### config.mk
export PLATFORM = sky130hd
export DESIGN_NAME = tone_note_player
export DESIGN_NICKNAME = d
export VERILOG_FILES = /design/src/rtl/core/tnp_pkg.sv /design/src/rtl/core/tnp_front.sv /design/src/rtl/core/tnp_queue.sv /design/src/rtl/core/tnp_back.sv /design/src/rtl/core/tone_note_player.sv
export SDC_FILE = /design/constraint.sdc
export NUM_CORES = 1
export LEC_CHECK = 0
export BUFFER_PORTS_ARGS = -buffer_cell sky130_fd_sc_hd__clkbuf_2
export CAP_MARGIN = 20
export CORE_MARGIN = 2
export CORE_UTILIZATION = 54
export DETAILED_ROUTE_END_ITERATION = 10
export PLACE_DENSITY = 0.83
export SLEW_MARGIN = 10
export SYNTH_ARGS = -nofsm -noshare
export SYNTH_HDL_FRONTEND = slang
export SYNTH_SLANG_ARGS = --single-unit
### constraint.sdc
create_clock -name aclk -period 2.8 [get_ports aclk]
set_input_delay 0.14 -clock aclk [delete_from_list [all_inputs] [get_ports aclk]]
set_output_delay 0.14 -clock aclk [all_outputs]
set_load 0.01 [all_outputs]
### src/rtl/core/tnp_pkg.sv
// ----------------------------------------------------------------------------
// Tone note player package
// Shared widths, reset values, register indexes, phase and item kind codes,
// and the queue item type.
// ----------------------------------------------------------------------------
package tnp_pkg;

    localparam int CLOCK_HZ_W  = 24;
    localparam int MPT_W       = 10;
    localparam int GAP_W       = 8;
    localparam int FREQ_W      = 16;
    localparam int DUR_W       = 16;
    localparam int DIV_W       = 16;
    localparam int PHASE_W     = 2;
    localparam int CFG_IDX_W   = 2;
    localparam int CFG_DATA_W  = 24;
    localparam int DIVIDEND_W  = 24;
    localparam int DIV_CNT_W   = $clog2(DIVIDEND_W);
    localparam int QUEUE_DEPTH = 2;

    localparam logic [CLOCK_HZ_W-1:0] CLOCK_HZ_RESET = 24'd1193180;
    localparam logic [MPT_W-1:0]      MPT_RESET      = 10'd10;
    localparam logic [GAP_W-1:0]      GAP_RESET      = 8'd2;
    localparam logic [DIV_W-1:0]      RELOAD_RESET   = 16'hFFFF;

    localparam logic [CFG_IDX_W-1:0] REG_CLOCK_HZ    = 2'd0;
    localparam logic [CFG_IDX_W-1:0] REG_MS_PER_TICK = 2'd1;
    localparam logic [CFG_IDX_W-1:0] REG_GAP_TICKS   = 2'd2;

    localparam logic [PHASE_W-1:0] PH_IDLE = 2'd0;
    localparam logic [PHASE_W-1:0] PH_TONE = 2'd1;
    localparam logic [PHASE_W-1:0] PH_REST = 2'd2;
    localparam logic [PHASE_W-1:0] PH_GAP  = 2'd3;

    typedef logic [1:0] kind_t;

    localparam kind_t KIND_TICK = 2'd0;
    localparam kind_t KIND_TONE = 2'd1;
    localparam kind_t KIND_REST = 2'd2;

    typedef struct packed {
        kind_t             kind;
        logic [FREQ_W-1:0] freq_hz;
        logic [DUR_W-1:0]  note_ms;
        logic              more_notes;
    } item_t;

endpackage

### src/rtl/core/tnp_front.sv
// ----------------------------------------------------------------------------
// Tone note player front end
// Registers each input transfer, classifies it as tick, tone or rest, and
// pushes it into the command queue.
// ----------------------------------------------------------------------------
module tnp_front (
    input  logic                        aclk,
    input  logic                        aresetn,
    input  logic                        s_valid,
    output logic                        s_ready,
    input  logic                        s_op,
    input  logic [tnp_pkg::FREQ_W-1:0]  s_freq_hz,
    input  logic [tnp_pkg::DUR_W-1:0]   s_note_ms,
    input  logic                        s_more_notes,
    output logic                        push_valid,
    input  logic                        push_ready,
    output tnp_pkg::item_t              push_item
);

    logic           valid_reg;
    logic           valid_next;
    tnp_pkg::item_t item_reg;
    tnp_pkg::item_t item_next;

    assign s_ready    = !valid_reg || push_ready;
    assign push_valid = valid_reg;
    assign push_item  = item_reg;

    always_comb begin
        valid_next = valid_reg && !push_ready;
        item_next  = item_reg;
        if (s_valid && s_ready) begin
            valid_next           = 1'b1;
            item_next.freq_hz    = s_freq_hz;
            item_next.note_ms    = s_note_ms;
            item_next.more_notes = s_more_notes;
            if (s_op) begin
                item_next.kind = tnp_pkg::KIND_TICK;
            end else if (s_freq_hz == '0) begin
                item_next.kind = tnp_pkg::KIND_REST;
            end else begin
                item_next.kind = tnp_pkg::KIND_TONE;
            end
        end
    end

    always_ff @(posedge aclk) begin
        if (!aresetn) begin
            valid_reg <= 1'b0;
        end else begin
            valid_reg <= valid_next;
        end
        item_reg <= item_next;
    end

endmodule

### src/rtl/core/tnp_queue.sv
// ----------------------------------------------------------------------------
// Tone note player command queue
// Small first-in first-out buffer that decouples the front end from the
// note sequencer.
// ----------------------------------------------------------------------------
module tnp_queue #(
    parameter int DEPTH = tnp_pkg::QUEUE_DEPTH
) (
    input  logic           aclk,
    input  logic           aresetn,
    input  logic           in_valid,
    output logic           in_ready,
    input  tnp_pkg::item_t in_item,
    output logic           out_valid,
    input  logic           out_ready,
    output tnp_pkg::item_t out_item
);

    localparam int PW = (DEPTH > 1) ? $clog2(DEPTH) : 1;
    localparam int CW = $clog2(DEPTH + 1);

    tnp_pkg::item_t mem [DEPTH];
    logic [PW-1:0]  wr_ptr_reg;
    logic [PW-1:0]  rd_ptr_reg;
    logic [CW-1:0]  count_reg;
    logic           do_push;
    logic           do_pop;

    assign in_ready  = count_reg != CW'(DEPTH);
    assign out_valid = count_reg != '0;
    assign out_item  = mem[rd_ptr_reg];
    assign do_push   = in_valid && in_ready;
    assign do_pop    = out_valid && out_ready;

    always_ff @(posedge aclk) begin
        if (!aresetn) begin
            wr_ptr_reg <= '0;
            rd_ptr_reg <= '0;
            count_reg  <= '0;
        end else begin
            if (do_push) begin
                wr_ptr_reg <= (wr_ptr_reg == PW'(DEPTH - 1)) ? '0 : wr_ptr_reg + 1'b1;
            end
            if (do_pop) begin
                rd_ptr_reg <= (rd_ptr_reg == PW'(DEPTH - 1)) ? '0 : rd_ptr_reg + 1'b1;
            end
            if (do_push && !do_pop) begin
                count_reg <= count_reg + 1'b1;
            end else if (do_pop && !do_push) begin
                count_reg <= count_reg - 1'b1;
            end
        end
        if (do_push) begin
            mem[wr_ptr_reg] <= in_item;
        end
    end

endmodule

### src/rtl/core/tnp_back.sv
// ----------------------------------------------------------------------------
// Tone note player sequencer
// Holds the configuration and play state, runs a serial divider for note
// length and reload value, and registers one result per command.
// ----------------------------------------------------------------------------
module tnp_back (
    input  logic                             aclk,
    input  logic                             aresetn,
    input  logic                             cfg_valid,
    output logic                             cfg_ready,
    input  logic [tnp_pkg::CFG_IDX_W-1:0]    cfg_index,
    input  logic [tnp_pkg::CFG_DATA_W-1:0]   cfg_data,
    input  logic                             q_valid,
    output logic                             q_ready,
    input  tnp_pkg::item_t                   q_item,
    output logic                             m_valid,
    input  logic                             m_ready,
    output logic                             m_speaker_gate,
    output logic [tnp_pkg::DIV_W-1:0]        m_divisor,
    output logic [tnp_pkg::PHASE_W-1:0]      m_phase,
    output logic                             m_note_done,
    output logic                             m_rejected
);

    localparam logic [1:0] B_IDLE      = 2'd0;
    localparam logic [1:0] B_DIV_TICKS = 2'd1;
    localparam logic [1:0] B_DIV_FREQ  = 2'd2;

    localparam int DW = tnp_pkg::DIVIDEND_W;
    localparam int QW = tnp_pkg::DIV_W;
    localparam int NW = tnp_pkg::DIV_CNT_W;

    logic [tnp_pkg::CLOCK_HZ_W-1:0] clock_hz_reg;
    logic [tnp_pkg::MPT_W-1:0]      mpt_reg;
    logic [tnp_pkg::GAP_W-1:0]      gap_reg;

    logic [1:0]                   state_reg, state_next;
    logic [QW-1:0]                ticks_reg, ticks_next;
    logic [tnp_pkg::PHASE_W-1:0]  phase_reg, phase_next;
    logic                         gap_pend_reg, gap_pend_next;
    logic [QW-1:0]                reload_reg, reload_next;
    logic                         gate_reg, gate_next;
    logic                         m_valid_reg, m_valid_next;
    logic                         done_reg, done_next;
    logic                         rej_reg, rej_next;
    tnp_pkg::item_t               item_reg, item_next;
    logic [DW-1:0]                quo_reg, quo_next;
    logic [QW-1:0]                rem_reg, rem_next;
    logic [QW-1:0]                den_reg, den_next;
    logic [NW-1:0]                cnt_reg, cnt_next;

    logic [QW:0]   rem_shift;
    logic [QW:0]   rem_sub;
    logic          rem_ge;
    logic [QW-1:0] rem_step;
    logic [DW-1:0] quo_step;
    logic [QW-1:0] tick_dec;
    logic          out_free;

    assign cfg_ready      = 1'b1;
    assign m_valid        = m_valid_reg;
    assign m_speaker_gate = gate_reg;
    assign m_divisor      = reload_reg;
    assign m_phase        = phase_reg;
    assign m_note_done    = done_reg;
    assign m_rejected     = rej_reg;
    assign out_free       = !m_valid_reg || m_ready;
    assign q_ready        = (state_reg == B_IDLE) && out_free;

    assign rem_shift = {rem_reg, quo_reg[DW-1]};
    assign rem_sub   = rem_shift - {1'b0, den_reg};
    assign rem_ge    = rem_shift >= {1'b0, den_reg};
    assign rem_step  = rem_ge ? rem_sub[QW-1:0] : rem_shift[QW-1:0];
    assign quo_step  = {quo_reg[DW-2:0], rem_ge};
    assign tick_dec  = (ticks_reg != '0) ? ticks_reg - 1'b1 : '0;

    always_comb begin
        state_next    = state_reg;
        ticks_next    = ticks_reg;
        phase_next    = phase_reg;
        gap_pend_next = gap_pend_reg;
        reload_next   = reload_reg;
        gate_next     = gate_reg;
        m_valid_next  = m_valid_reg && !m_ready;
        done_next     = done_reg;
        rej_next      = rej_reg;
        item_next     = item_reg;
        quo_next      = quo_reg;
        rem_next      = rem_reg;
        den_next      = den_reg;
        cnt_next      = cnt_reg;
        unique case (state_reg) inside
            B_IDLE: begin
                if (q_valid && out_free) begin
                    m_valid_next = 1'b1;
                    done_next    = 1'b0;
                    rej_next     = 1'b0;
                    unique case (q_item.kind) inside
                        tnp_pkg::KIND_TONE, tnp_pkg::KIND_REST: begin
                            if (phase_reg != tnp_pkg::PH_IDLE) begin
                                rej_next = 1'b1;
                            end else begin
                                m_valid_next = 1'b0;
                                item_next    = q_item;
                                quo_next     = DW'(q_item.note_ms);
                                rem_next     = '0;
                                den_next     = (mpt_reg == '0) ? QW'(1) : QW'(mpt_reg);
                                cnt_next     = '0;
                                state_next   = B_DIV_TICKS;
                            end
                        end
                        default: begin
                            if (phase_reg != tnp_pkg::PH_IDLE) begin
                                ticks_next = tick_dec;
                                if (tick_dec == '0) begin
                                    gate_next     = 1'b0;
                                    gap_pend_next = 1'b0;
                                    if (phase_reg != tnp_pkg::PH_GAP && gap_pend_reg &&
                                        gap_reg != '0) begin
                                        phase_next = tnp_pkg::PH_GAP;
                                        ticks_next = QW'(gap_reg);
                                    end else begin
                                        phase_next = tnp_pkg::PH_IDLE;
                                        done_next  = 1'b1;
                                    end
                                end
                            end
                        end
                    endcase
                end
            end
            B_DIV_TICKS, B_DIV_FREQ: begin
                quo_next = quo_step;
                rem_next = rem_step;
                cnt_next = cnt_reg + 1'b1;
                if (cnt_reg == NW'(DW - 1)) begin
                    if (state_reg == B_DIV_TICKS) begin
                        ticks_next    = (quo_step[QW-1:0] == '0) ? QW'(1) : quo_step[QW-1:0];
                        gap_pend_next = item_reg.more_notes;
                        if (item_reg.kind == tnp_pkg::KIND_REST) begin
                            gate_next    = 1'b0;
                            phase_next   = tnp_pkg::PH_REST;
                            m_valid_next = 1'b1;
                            state_next   = B_IDLE;
                        end else begin
                            quo_next   = clock_hz_reg;
                            rem_next   = '0;
                            den_next   = item_reg.freq_hz;
                            cnt_next   = '0;
                            state_next = B_DIV_FREQ;
                        end
                    end else begin
                        if (quo_step[DW-1:QW] != '0) begin
                            reload_next = '1;
                        end else if (quo_step[QW-1:0] == '0) begin
                            reload_next = QW'(1);
                        end else begin
                            reload_next = quo_step[QW-1:0];
                        end
                        gate_next    = 1'b1;
                        phase_next   = tnp_pkg::PH_TONE;
                        m_valid_next = 1'b1;
                        state_next   = B_IDLE;
                    end
                end
            end
            default: begin
                state_next = B_IDLE;
            end
        endcase
    end

    always_ff @(posedge aclk) begin
        if (!aresetn) begin
            clock_hz_reg <= tnp_pkg::CLOCK_HZ_RESET;
            mpt_reg      <= tnp_pkg::MPT_RESET;
            gap_reg      <= tnp_pkg::GAP_RESET;
            state_reg    <= B_IDLE;
            ticks_reg    <= '0;
            phase_reg    <= tnp_pkg::PH_IDLE;
            gap_pend_reg <= 1'b0;
            reload_reg   <= tnp_pkg::RELOAD_RESET;
            gate_reg     <= 1'b0;
            m_valid_reg  <= 1'b0;
        end else begin
            if (cfg_valid) begin
                unique case (cfg_index)
                    tnp_pkg::REG_CLOCK_HZ:    clock_hz_reg <= cfg_data;
                    tnp_pkg::REG_MS_PER_TICK: mpt_reg <= cfg_data[tnp_pkg::MPT_W-1:0];
                    tnp_pkg::REG_GAP_TICKS:   gap_reg <= cfg_data[tnp_pkg::GAP_W-1:0];
                    default: begin
                    end
                endcase
            end
            state_reg    <= state_next;
            ticks_reg    <= ticks_next;
            phase_reg    <= phase_next;
            gap_pend_reg <= gap_pend_next;
            reload_reg   <= reload_next;
            gate_reg     <= gate_next;
            m_valid_reg  <= m_valid_next;
        end
        done_reg <= done_next;
        rej_reg  <= rej_next;
        item_reg <= item_next;
        quo_reg  <= quo_next;
        rem_reg  <= rem_next;
        den_reg  <= den_next;
        cnt_reg  <= cnt_next;
    end

    a_div_no_result: assert property (@(posedge aclk) disable iff (!aresetn)
        (state_reg != B_IDLE) |-> !m_valid_reg)
        else $error("result pending while the divider is running");

    a_gate_off_silent: assert property (@(posedge aclk) disable iff (!aresetn)
        (phase_reg == tnp_pkg::PH_IDLE || phase_reg == tnp_pkg::PH_GAP) |-> !gate_reg)
        else $error("speaker gated on while idle or in a gap");

    a_done_rej_excl: assert property (@(posedge aclk) disable iff (!aresetn)
        m_valid_reg |-> !(done_reg && rej_reg))
        else $error("note done and rejected in the same result");

    a_reload_nonzero: assert property (@(posedge aclk) disable iff (!aresetn)
        reload_reg != '0)
        else $error("reload value is zero");

    a_done_goes_idle: assert property (@(posedge aclk) disable iff (!aresetn)
        (m_valid_reg && done_reg) |-> (phase_reg == tnp_pkg::PH_IDLE))
        else $error("note done reported while still playing");

endmodule

### src/rtl/core/tone_note_player.sv
// ----------------------------------------------------------------------------
// Tone note player
// Path: a tick or a rejected note passes the front end register, the queue and
// the result register; a rest also runs the tick count divide, a tone also the reload divide.
// Throughput: one item per cycle for ticks while no divide runs and m_ready is
// high; notes use the shared serial divider, one quotient bit per cycle.
// Reset: aresetn is synchronous and active low; it restores the default
// configuration, an idle player with the speaker off and reload value 65535.
// ----------------------------------------------------------------------------
module tone_note_player #(
    parameter int QUEUE_DEPTH = tnp_pkg::QUEUE_DEPTH
) (
    input  logic                             aclk,
    input  logic                             aresetn,
    input  logic                             cfg_valid,
    output logic                             cfg_ready,
    input  logic [tnp_pkg::CFG_IDX_W-1:0]    cfg_index,
    input  logic [tnp_pkg::CFG_DATA_W-1:0]   cfg_data,
    input  logic                             s_valid,
    output logic                             s_ready,
    input  logic                             s_op,
    input  logic [tnp_pkg::FREQ_W-1:0]       s_freq_hz,
    input  logic [tnp_pkg::DUR_W-1:0]        s_note_ms,
    input  logic                             s_more_notes,
    output logic                             m_valid,
    input  logic                             m_ready,
    output logic                             m_speaker_gate,
    output logic [tnp_pkg::DIV_W-1:0]        m_divisor,
    output logic [tnp_pkg::PHASE_W-1:0]      m_phase,
    output logic                             m_note_done,
    output logic                             m_rejected
);

    logic           push_valid;
    logic           push_ready;
    tnp_pkg::item_t push_item;
    logic           q_valid;
    logic           q_ready;
    tnp_pkg::item_t q_item;

    tnp_front u_front (
        .aclk          (aclk),
        .aresetn       (aresetn),
        .s_valid       (s_valid),
        .s_ready       (s_ready),
        .s_op          (s_op),
        .s_freq_hz     (s_freq_hz),
        .s_note_ms     (s_note_ms),
        .s_more_notes  (s_more_notes),
        .push_valid    (push_valid),
        .push_ready    (push_ready),
        .push_item     (push_item)
    );

    tnp_queue #(
        .DEPTH (QUEUE_DEPTH)
    ) u_queue (
        .aclk      (aclk),
        .aresetn   (aresetn),
        .in_valid  (push_valid),
        .in_ready  (push_ready),
        .in_item   (push_item),
        .out_valid (q_valid),
        .out_ready (q_ready),
        .out_item  (q_item)
    );

    tnp_back u_back (
        .aclk           (aclk),
        .aresetn        (aresetn),
        .cfg_valid      (cfg_valid),
        .cfg_ready      (cfg_ready),
        .cfg_index      (cfg_index),
        .cfg_data       (cfg_data),
        .q_valid        (q_valid),
        .q_ready        (q_ready),
        .q_item         (q_item),
        .m_valid        (m_valid),
        .m_ready        (m_ready),
        .m_speaker_gate (m_speaker_gate),
        .m_divisor      (m_divisor),
        .m_phase        (m_phase),
        .m_note_done    (m_note_done),
        .m_rejected     (m_rejected)
    );

endmodule

Word-level counts from Yosys, hierarchy flattened
Memory sizes are Yosys's and may differ from the RTL's. A register that Yosys moved wholly into a read port is not among the register bits. Cells that the tools add are included.

Add/sub/neg operators: 7. Order comparisons: 1. Equality and inequality tests: 20. Multiplexer cells: 86. Bitwise logic cells: 3. Reduce and logical (&&, ||, !) cells: 47.

Operators with widths (number): two-way mux 16 bit (23); two-way mux 24 bit (6); one-hot mux 16 bit (2 select lines) (3); zero test 16 bit (3); one-hot mux 24 bit (2 select lines) (1); two-way mux 2 bit (17); two-way mux 5 bit (6); two-way mux 1 bit (23); AND reduction 7 bit (3); inequality test 2 bit, second input constant (9); greater-or-equal comparator 17 x 16 -> 1 bit (1); nonzero test 16 bit (1); nonzero test 8 bit (2); subtractor 16 x 1 -> 16 bit, second input constant (1); subtractor 16 bit (1); AND reduction 4 bit (3); logical AND 1 bit (11); zero test 10 bit (1); two-way mux 10 bit (1); one-hot mux 5 bit (2 select lines) (1); equality test 2 bit, second input constant (4); one-hot mux 2 bit (2 select lines) (2); AND reduction 2 bit (4); nonzero test 2 bit (4); other kinds (17) (33).

Register bits: 203. Bits in writable memories: 70. Bits of input ports: 65. Output and inout bits: 24. Logic and storage cells: 192. Memories: 1.

Memories: u_queue.mem (depth 2, width 35, read ports 1, clocked after memory_dff 1, write ports 1, RTL line tnp_queue.sv:22) `tnp_pkg::item_t mem [DEPTH];`.

Longest topological paths before layout
Gate-level depths: netlist of the first run.

Word-level depth: 9. Gate-level depth with buffers: 11. Depth with buffers taken out: 11.

Hierarchy
A second synthesis of the first run with hierarchy kept.

Cells, all modules: 1043. Area total of the unflattened synthesis: 12066.6 um^2.

By module, submodules not included: tnp_back (instances 1, cells each 863, area an instance 8150.3 um^2, sequential area each 4083.9 um^2); tnp_queue (instances 1, cells each 133, area an instance 2766.4 um^2, sequential area each 2202.1 um^2); tnp_front (instances 1, cells each 47, area an instance 1149.9 um^2, sequential area each 1071.0 um^2).

Least setup slack after synthesis of the first run
OpenSTA, ideal clock, no wires.

Path kind: register -> register. From: register u_back.state_reg[0]. To: register u_back.den_reg[0] (enable). Library setup time: 374 ps. Arrival: 2676 ps. Required time: 2426 ps. Setup slack: -250 ps. Cell stages (with the launch flop): 7. Path buffers: 1. Period minus slack after synthesis: 3050 ps. Path through: dfxtp_1 inv_1 ha_1 clkbuf_1 o21ai_0 and3b_1 and2_1.

Cells in the longest elaborated chain, start to end: 4. Elaborated cells on any way between the ends: 12. Classes of those cells: eq/ne: 8; reduce/logical: 4.

Ends and longest elaborated chain: start, declared (RTL line tnp_back.sv:37) `logic [1:0] state_reg, state_next;`; start signal, assigned (RTL line tnp_back.sv:195) `state_reg <= state_next;`; equality test 2 bit (no source line) / equality test 2 x 1 -> 1 bit (equally long branches); OR reduction 2 bit (RTL line tnp_back.sv:92) `unique case (state_reg) inside`; inequality test 2 bit (no source line), or another cell as far along; AND reduction 7 bit (no source line) *; end signal, assigned (RTL line tnp_back.sv:208) `den_reg <= den_next;`; end, declared (RTL line tnp_back.sv:49) `logic [QW-1:0] den_reg, den_next;`.

Mark *: on every way between the ends. The rest lies on a longest branch, timed or not. A chain may end at the register's enable or synchronous reset.

Final worst setup path of the first run
From: register u_back.rem_reg[1]. To: register u_back.rem_reg[13], data pin.

Cells in the longest elaborated chain, start to end: 6. Elaborated cells on any way between the ends: 7. Classes of those cells: add/sub: 1; order compare: 1; mux: 5.

Ends and longest elaborated chain: start, declared (RTL line tnp_back.sv:48) `logic [QW-1:0] rem_reg, rem_next;`; start signal, assigned (RTL line tnp_back.sv:207) `rem_reg <= rem_next;`; subtractor 16 bit / greater-or-equal comparator 17 x 16 -> 1 bit (equally long branches) (RTL line tnp_back.sv:71, tnp_back.sv:72); two-way mux 16 bit * (RTL line tnp_back.sv:73) `assign rem_step = rem_ge ? rem_sub[QW-1:0] : rem_shift[QW-1:0];`; two-way mux 16 bit (RTL line tnp_back.sv:140) `if (item_reg.kind == tnp_pkg::KIND_REST) begin`; two-way mux 16 bit (RTL line tnp_back.sv:137) `if (state_reg == B_DIV_TICKS) begin`; two-way mux 16 bit * (RTL line tnp_back.sv:136) `if (cnt_reg == NW'(DW - 1)) begin`; one-hot mux 16 bit (2 select lines) * (RTL line tnp_back.sv:92).

Marked as above.

==> load_flow_metrics.sql, run 1 <==
INSERT INTO impl_metrics (metric_group, metric, value, unit) VALUES
('status', 'status', 'completed', ''),
('synth', 'postSynth.topFlopCell', 'edfxtp_1', ''),
('route', 'vias', '8564', ''),
('final_layout', 'largest_register_ffs', '70', ''),
('clock_tree', 'cts_num_sinks', '274', ''),
('sta', 'setup_viol', '0', ''),
('critical_path', 'timing.critical_path.arrival', '3040', 'ps'),
('place', 'dp_hpwl', '16940', 'um'),
('sta', 'hold_viol_final', '0', ''),
('synth', 'synthesis.area_per_instance', '11.46', 'um2'),
('synth', 'mappedNetlistArea', '12090', 'um2'),
('die', 'height_of_the_die', '153.6', 'um'),
('clock_tree', 'ctsHtreeMaxLevel', '1', ''),
('clock_tree', 'clk-insertion-delay-late', '560', 'ps'),
('synth', 'synth-edff-count', '187', ''),
('synth', 'syn-instance-count', '1055', ''),
('final_layout', 'final_cell_count_no_fill', '1500', ''),
('route', 'first_pass_drt_iterations', '5', ''),
('sta', 'max_freq', '376.5', 'MHz'),
('final_layout', 'largest_register', 'u_queue.mem', ''),
('route', 'postRouteAntennaNets', '0', ''),
('clock_tree', 'clock_tree.root_cell', 'clkbuf_16', ''),
('run', 'max_cap_violations', '0', ''),
('final_layout', 'fin_util', '65.96', '%'),
('sta', 'final.period_utilization', '94.86', '%'),
('clock_tree', 'cts_buffers', '28', ''),
('die', 'num_rows', '54', ''),
('route', 'totalWireLength', '26520', 'um'),
('sta', 'slew_headroom', '53.68', '%'),
('die', 'io_pins', '89', ''),
('die', 'core_region_area', '21890', 'um2'),
('global_routing', 'antenna_found_initial', '0', ''),
('global_routing', 'grt_start_max_net_pins', '98', ''),
('place', 'finalWeightedCongestion', '0.8860', ''),
('place', 'dp_cells', '1391', ''),
('synth', 'net_count_after_synthesis', '1144', ''),
('synth', 'synth_warnings', '0', ''),
('critical_path', 'path_cells', 'ha_1, o21a_1, o31a_1, o211ai_2, a211oi_4, o31ai_4, buf_4, or3_1, a21oi_1', ''),
('critical_path', 'crit_buf_inv', '1', ''),
('sta', 'timing_max_transition_violations_final', '0', ''),
('global_routing', 'grt_pass1_wl', '42830', 'um'),
('final_layout', 'drive_gt1_share', '17.05', '%'),
('pwr', 'power_density', '1076', 'nW/um2'),
('final_layout', 'n_antenna_cell', '0', ''),
('synth', 'async_reset_ff_share', '0', '%'),
('sta', 'timing.final.crit_period', '2656', 'ps'),
('die', 'initial_core_utilization', '55.22', '%'),
('final_layout', 'finalNetCount', '1290', ''),
('critical_path', 'path_max_fanout', '5', ''),
('die', 'die-width', '153.6', 'um'),
('place', 'place.port_buffers', '87', ''),
('synth', 'synth.ff_latch_count', '274', ''),
('critical_path', 'critical_path.startpoint_type', 'flip-flop', ''),
('critical_path', 'worst_setup_path_end_kind', 'flip-flop', ''),
('final_layout', 'layout.cells.most_common', 'edfxtp_1', ''),
('critical_path', 'crit_type', 'reg2reg', ''),
('sta', 'worst_clock_skew', '28.03', 'ps'),
('global_routing', 'grt-ovfl-total', '0', ''),
('die', 'design.die.area', '23600', 'um2'),
('route', 'detail_route.wl_per_cell', '17.68', 'um'),
('worst_hold_path', 'holdCritPathClass', 'in2reg', ''),
('critical_path', 'worst-endpoint-required', '3190', 'ps'),
('route', 'viasPerCell', '5.709', ''),
('sta', 'worst_pin_slew', '690.6', 'ps'),
('pwr', 'power.leakage', '5.528', 'nW'),
('critical_path', 'timing.reg2reg.setup_slack', '140', 'ps'),
('final_layout', 'syn2layout_area_growth', '19.44', '%'),
('final_layout', 'final_cell_mix', 'edfxtp_1 (187), nand2_1 (166), clkbuf_2 (87), dfxtp_1 (86), nor2_1 (75)', ''),
('global_routing', 'via_count_of_the_first_global_routing_pass', '8307', ''),
('critical_path', 'worst_path_dominant_cell_family', 'compound AO/OA/AOI/OAI gates', ''),
('synth', 'yosysSeqAreaShare', '60.86', '%'),
('clock_tree', 'clock_tree_from_tritoncts', 'built', ''),
('route', 'dr.first_iter.drc_count', '693', ''),
('pwr', 'worst_ir_drop_on_vdd', '0.5658', 'mV'),
('critical_path', 'critPathSlowestCell', 'edfxtp_1', ''),
('clock_tree', 'clkTransAtPathRegs', '60', 'ps'),
('clock_tree', 'cts_setup_buffers', '0', ''),
('route', 'post_detailed_route_drc_marker_count', '0', ''),
('final_layout', 'layout.filler_cells', '1543', ''),
('global_routing', 'global_route.usage.total', '22.31', '%'),
('synth', 'synth.distinct_cells', '66', ''),
('clock_tree', 'clk_path_buf_depth', '3', ''),
('critical_path', 'crit_path_max_incr_delay', '420', 'ps');
-- per-layer routing --
metal / vias to the layer above / GRT usage, % / part of all wire, %
met3: 40 / 2.734 / 6.9
met2: 331 / 36.55 / 48
met4: 0 / 6.160 / 2.0
met1: 4060 / 31.73 / 43
li1: 4133 / - / -
met5: - / 0 / 0
-- path summary, 6_finish.rpt --
path	startpoint	to	depth (start not counted)
max	u_back.rem_reg[1]$_SDFFCE_PP0P_	u_back.rem_reg[13]$_SDFFCE_PP0P_	9
min	aresetn	u_back.ticks_reg[1]$_SDFFE_PN0P_	5
max reg2reg	u_back.rem_reg[1]$_SDFFCE_PP0P_	u_back.rem_reg[13]$_SDFFCE_PP0P_	9
min reg2reg	u_front.push_item[6]$_DFFE_PP_	u_queue.mem[1][6]$_DFFE_PP_	0
-- power breakdown --
group | switching, W | internal, W | total [W] | leakage, nW
sequential | 0.000540 | 0.00542 | 0.00596 | 2.47
combinational | 0.00349 | 0.00233 | 0.00582 | 2.60
clock | 0.00155 | 0.00221 | 0.00376 | 0.459
total | 0.00557 | 0.00996 | 0.0155 | 5.53
-- timing repair --
action,4_1_cts,5_1_grt
endpoints found under the setup margin,0,17
hold endpoints to repair,79,0
hold buffers,60,0
gates resized for setup,0,5
-- synthesized netlist by cell type, drive strengths merged (2+ instances only) --
| cell | number | area, um2 |
|---|---|---|
| nor3 | 12 | 70.07 |
| xor2 | 13 | 113.9 |
| a211oi | 21 | 162.6 |
| xnor2 | 9 | 78.83 |
| a21oi | 41 | 205.2 |
| o21a | 4 | 30.03 |
| and3 | 5 | 31.28 |
| ha | 23 | 287.8 |
| a21o | 8 | 60.06 |
| dfxtp | 87 | 1742 |
| or3 | 8 | 55.05 |
| nor3b | 2 | 15.01 |
| a211o | 4 | 35.03 |
| o211ai | 4 | 35.03 |
| a21boi | 9 | 67.56 |
| nand4b | 2 | 17.52 |
| mux2i | 42 | 420.4 |
| or3b | 2 | 17.52 |
| inv | 31 | 116.4 |
| mux2 | 28 | 315.3 |
| or4 | 2 | 15.01 |
| nand2b | 10 | 62.56 |
| buf | 7 | 38.78 |
| or2 | 2 | 12.51 |
| nor4 | 19 | 140.1 |
| o41ai | 5 | 43.79 |
| nand3 | 25 | 125.1 |
| nor2 | 76 | 285.3 |
| nand2 | 166 | 623.1 |
| o22ai | 17 | 106.4 |
| a22oi | 7 | 52.55 |
| clkbuf | 48 | 182.7 |
| nand3b | 12 | 90.09 |
| edfxtp | 187 | 5615 |
| o21ai | 35 | 175.2 |
| a31oi | 17 | 106.4 |
| o31ai | 7 | 85.08 |
| and2 | 13 | 81.33 |
| a311oi | 2 | 17.52 |
| nand4 | 9 | 56.30 |
| a2111oi | 3 | 45.05 |
| nor2b | 20 | 125.1 |
-- logic make-up after synthesis --
group / share of synthesized area [%]
AO/OA/AOI/OAI: 10.68
XOR/XNOR: 1.594
adder cells (fa/ha/maj): 2.546
buffers and inverters: 2.794
flip-flops: 60.86
multiplexers: 6.086
other: 0.03102
AND/OR/NAND/NOR: 15.41
-- worst reg2reg max path, cell delays in order, from the launching register on --
cell	delay [ps]
edfxtp_1	420
ha_1	390
o21a_1	140
o31a_1	230
o211ai_2	150
a211oi_4	350
o31ai_4	130
buf_4	180
or3_1	360
a21oi_1	160
-- metrics by stage --
step                setup WS, ps  instance area, um2  hold WS, ps  power, W  TNS (ps)
floorplan                  229.3               12090        238.9   0.01010         0
detailed placement         72.43               12880        318.6   0.01160         0
finish                     144.0               14440        69.06   0.01553         0
global placement           180.0               12880        317.8   0.01148         0
CTS                        45.85               14410        55.48   0.01545         0
global route              -2.364               14440        89.46   0.01646    -2.364
-- cell type report --
type | count | area [um2] | area share [%]
multi-input cells | 695 | 4437 | 30.73
repair buffers | 171 | 1241 | 8.596
clock buffers | 30 | 708.2 | 4.905
clock inverters | 19 | 227.7 | 1.577
flip-flops and latches | 274 | 7358 | 50.96
inverters | 31 | 116.4 | 0.8059
well taps | 280 | 350.3 | 2.426
Power figures use the tool's default switching activity.
==> inputs of run 2 (changes only) <==
--- a/config.mk
+++ b/config.mk
@@ -11,6 +11,7 @@
 export CORE_UTILIZATION = 54
 export DETAILED_ROUTE_END_ITERATION = 10
 export PLACE_DENSITY = 0.83
+export RECOVER_POWER = 25
 export SLEW_MARGIN = 10
 export SYNTH_ARGS = -nofsm -noshare
 export SYNTH_HDL_FRONTEND = slang
==> run 2 against run 1 <==
Effect of this change: sequential share of layout area increased by 0.075 points; die area unchanged; highest routed layer unchanged; largest cell class unchanged; fmax decreased by 0.13%; global-route usage unchanged; total power about the same; setup slack got worse by 3.4 ps; sequential power about the same; critical path depth unchanged; clock power about the same; critical path type unchanged.
==> load_flow_metrics.sql, run 2 (synthesis gave the netlist of run 1 again) <==
INSERT INTO impl_metrics (metric_group, metric, value, unit) VALUES
('sta', 'hold_viol_final', '0', ''),
('final_layout', 'finalNetCount', '1290', ''),
('sta', 'setup_viol', '0', ''),
('route', 'viasPerCell', '5.701', ''),
('final_layout', 'n_antenna_cell', '0', ''),
('critical_path', 'critPathSlowestCell', 'edfxtp_1', ''),
('pwr', 'power.share.clock', '24.2', '%'),
('global_routing', 'grt-ovfl-total', '0', ''),
('pwr', 'power.leakage', '5.478', 'nW'),
('critical_path', 'timing.reg2reg.worst_path_depth', '9', ''),
('global_routing', 'antenna_found_initial', '0', ''),
('die', 'design.die.area', '23600', 'um2'),
('clock_tree', 'cts_num_sinks', '274', ''),
('final_layout', 'syn2layout_area_growth', '19.26', '%'),
('critical_path', 'r2r_end', 'u_back.rem_reg[13]$_SDFFCE_PP0P_', ''),
('sta', 'worst_pin_slew', '932.0', 'ps'),
('pwr', 'worst_ir_drop_on_vdd', '0.5668', 'mV'),
('place', 'place.port_buffers', '87', ''),
('worst_hold_path', 'holdCritPathClass', 'in2reg', ''),
('final_layout', 'layout.cells.most_common', 'edfxtp_1', ''),
('critical_path', 'timing.critical_path.arrival', '3040', 'ps'),
('final_layout', 'drive_gt1_share', '15.57', '%'),
('route', 'postRouteAntennaNets', '0', ''),
('final_layout', 'multi_input_comb_area', '4437', 'um2'),
('pwr', 'internal_power', '0.009957', 'W'),
('place', 'finalWeightedCongestion', '0.8860', ''),
('run', 'max_cap_violations', '0', ''),
('clock_tree', 'clock_tree_from_tritoncts', 'built', ''),
('die', 'io_pins', '89', ''),
('sta', 'timing_max_transition_violations_final', '0', ''),
('route', 'totalWireLength', '26490', 'um'),
('pwr', 'combPwrFrac', '37.5', '%'),
('die', 'core_region_area', '21890', 'um2'),
('route', 'detail_route.wl_per_cell', '17.66', 'um'),
('route', 'vias', '8552', ''),
('critical_path', 'crit_type', 'reg2reg', ''),
('sta', 'max_freq', '376.0', 'MHz'),
('route', 'post_detailed_route_drc_marker_count', '0', ''),
('clock_tree', 'clkTransAtPathRegs', '60', 'ps'),
('critical_path', 'critPathCapture', 'u_back.rem_reg[13]$_SDFFCE_PP0P_', ''),
('global_routing', 'grt_pass1_wl', '42830', 'um'),
('pwr', 'power_switching_share', '35.88', '%'),
('pwr', 'power_density', '1077', 'nW/um2'),
('final_layout', 'layout.filler_cells', '1558', ''),
('global_routing', 'via_count_of_the_first_global_routing_pass', '8307', ''),
('clock_tree', 'clock_tree.root_cell', 'clkbuf_16', ''),
('sta', 'slew_headroom', '37.87', '%'),
('pwr', 'net-switching-power', '0.005572', 'W'),
('critical_path', 'worst-endpoint-required', '3180', 'ps'),
('sta', 'timing.final.crit_period', '2659', 'ps'),
('critical_path', 'path_cells', 'ha_1, o21a_1, o31a_1, o211ai_2, a211oi_4, o31ai_4, buf_4, or3_1, a21oi_1', ''),
('critical_path', 'timing.reg2reg.setup_slack', '140', 'ps'),
('clock_tree', 'clk-insertion-delay-late', '550', 'ps'),
('final_layout', 'largest_register', 'u_queue.mem', ''),
('route', 'first_pass_drt_iterations', '5', ''),
('sta', 'final.period_utilization', '94.98', '%'),
('final_layout', 'final_cell_mix', 'edfxtp_1 (187), nand2_1 (166), dfxtp_1 (86), nor2_1 (75), clkbuf_2 (70)', ''),
('critical_path', 'worst_setup_path_end_kind', 'flip-flop', ''),
('sta', 'worst_clock_skew', '28.88', 'ps'),
('die', 'num_rows', '54', ''),
('clock_tree', 'cts_setup_buffers', '0', ''),
('clock_tree', 'cts_buffers', '28', ''),
('die', 'initial_core_utilization', '55.22', '%'),
('die', 'height_of_the_die', '153.6', 'um'),
('critical_path', 'crit_path_max_incr_delay', '420', 'ps'),
('sta', 'final.hold.worst_slack', '72.99', 'ps'),
('critical_path', 'path_max_fanout', '5', ''),
('clock_tree', 'ctsHtreeMaxLevel', '1', ''),
('critical_path', 'timing.critical_path.from', 'u_back.rem_reg[1]$_SDFFCE_PP0P_', ''),
('pwr', 'seq_power_share', '38.4', '%'),
('route', 'dr.first_iter.drc_count', '687', ''),
('die', 'die-width', '153.6', 'um'),
('place', 'dp_hpwl', '16940', 'um'),
('status', 'status', 'completed', ''),
('global_routing', 'global_route.usage.total', '22.31', '%'),
('global_routing', 'grt_start_max_net_pins', '98', ''),
('clock_tree', 'clk_path_buf_depth', '3', ''),
('final_layout', 'largest_register_ffs', '70', ''),
('final_layout', 'layout.area.seq', '7358', 'um2'),
('critical_path', 'r2r-start', 'u_back.rem_reg[1]$_SDFFCE_PP0P_', ''),
('critical_path', 'critical_path.startpoint_type', 'flip-flop', ''),
('final_layout', 'fin_util', '65.86', '%');
[run 2: changes by cell type in the layout (fill, tap and decap cells not counted)]
cell	before	now
clkbuf_1	2	19
clkbuf_2	87	70
or3b_1	1	2
or3b_2	1	0
[run 2: how the worst min path moves through the flow]
stage,from,endpoint,cells after the start
after floorplan,s_more_notes,u_front.push_item[0]$_DFFE_PP_,0
after global placement,s_note_ms[1],u_front.push_item[2]$_DFFE_PP_,1
after detailed placement,s_note_ms[13],u_front.push_item[14]$_DFFE_PP_,1
after CTS,aresetn,u_back.ticks_reg[3]$_SDFFE_PN0P_,5
after global routing,aresetn,u_back.ticks_reg[2]$_SDFFE_PN0P_,5
final,aresetn,u_back.ticks_reg[1]$_SDFFE_PN0P_,5
[run 2: stage by stage]
stage               worst slack, ps  power (W)  instance area (um2)  cells  TNS [ps]
floorplan                     229.3    0.01010                12090   1055         0
global placement              180.0    0.01148                12880   1391         0
detailed placement            72.43    0.01160                12880   1391         0
CTS                           45.85    0.01545                14410   1500         0
global route                 -2.364    0.01645                14420   1500    -2.364
finish                        140.6    0.01553                14420   1500         0
[run 2: power groups by stage]
| stage | Combinational (W) | Sequential [W] | Clock (W) |
|---|---|---|---|
| 2_1_floorplan | 0.00429 | 0.00581 | 0 |
| 3_3_place_gp | 0.00550 | 0.00598 | 0 |
| 3_5_place_dp | 0.00559 | 0.00602 | 0 |
| 4_1_cts | 0.00570 | 0.00594 | 0.00380 |
| 5_1_grt | 0.00644 | 0.00605 | 0.00397 |
| 6_report | 0.00582 | 0.00596 | 0.00375 |
[run 2: layout make-up]
cell class | count | area share, %
Inverter | 31 | 0.8071
Clock inverter | 19 | 1.579
Multi-Input combinational cell | 695 | 30.77
Tap cell | 280 | 2.430
Sequential cell | 274 | 51.04
Clock buffer | 30 | 4.912
Timing Repair Buffer | 171 | 8.461
[run 2: layer usage]
layer  up-vias  track usage, %  wire length (um)
met1      4054           31.73             11440
met3        36           2.734              1822
met4         0           6.160               533
li1       4130               -                 -
met2       332           36.55             12700
met5         -               0                 0
[run 2: what timing repair did]
item                       CTS  global route
gates resized for setup      0             5
setup endpoints to repair    0            17
hold endpoints to repair    79             0
hold buffers                60             0
[run 2: worst max-delay path: cells and delay by family, from the launching register on]
kind | cells | cell delay [ps]
AOI/OAI and AO/OA | 6 | 1160
DFF | 1 | 420
adders and majority gates | 1 | 390
and+or+nand+nor | 1 | 360
buffers and inverters | 1 | 180
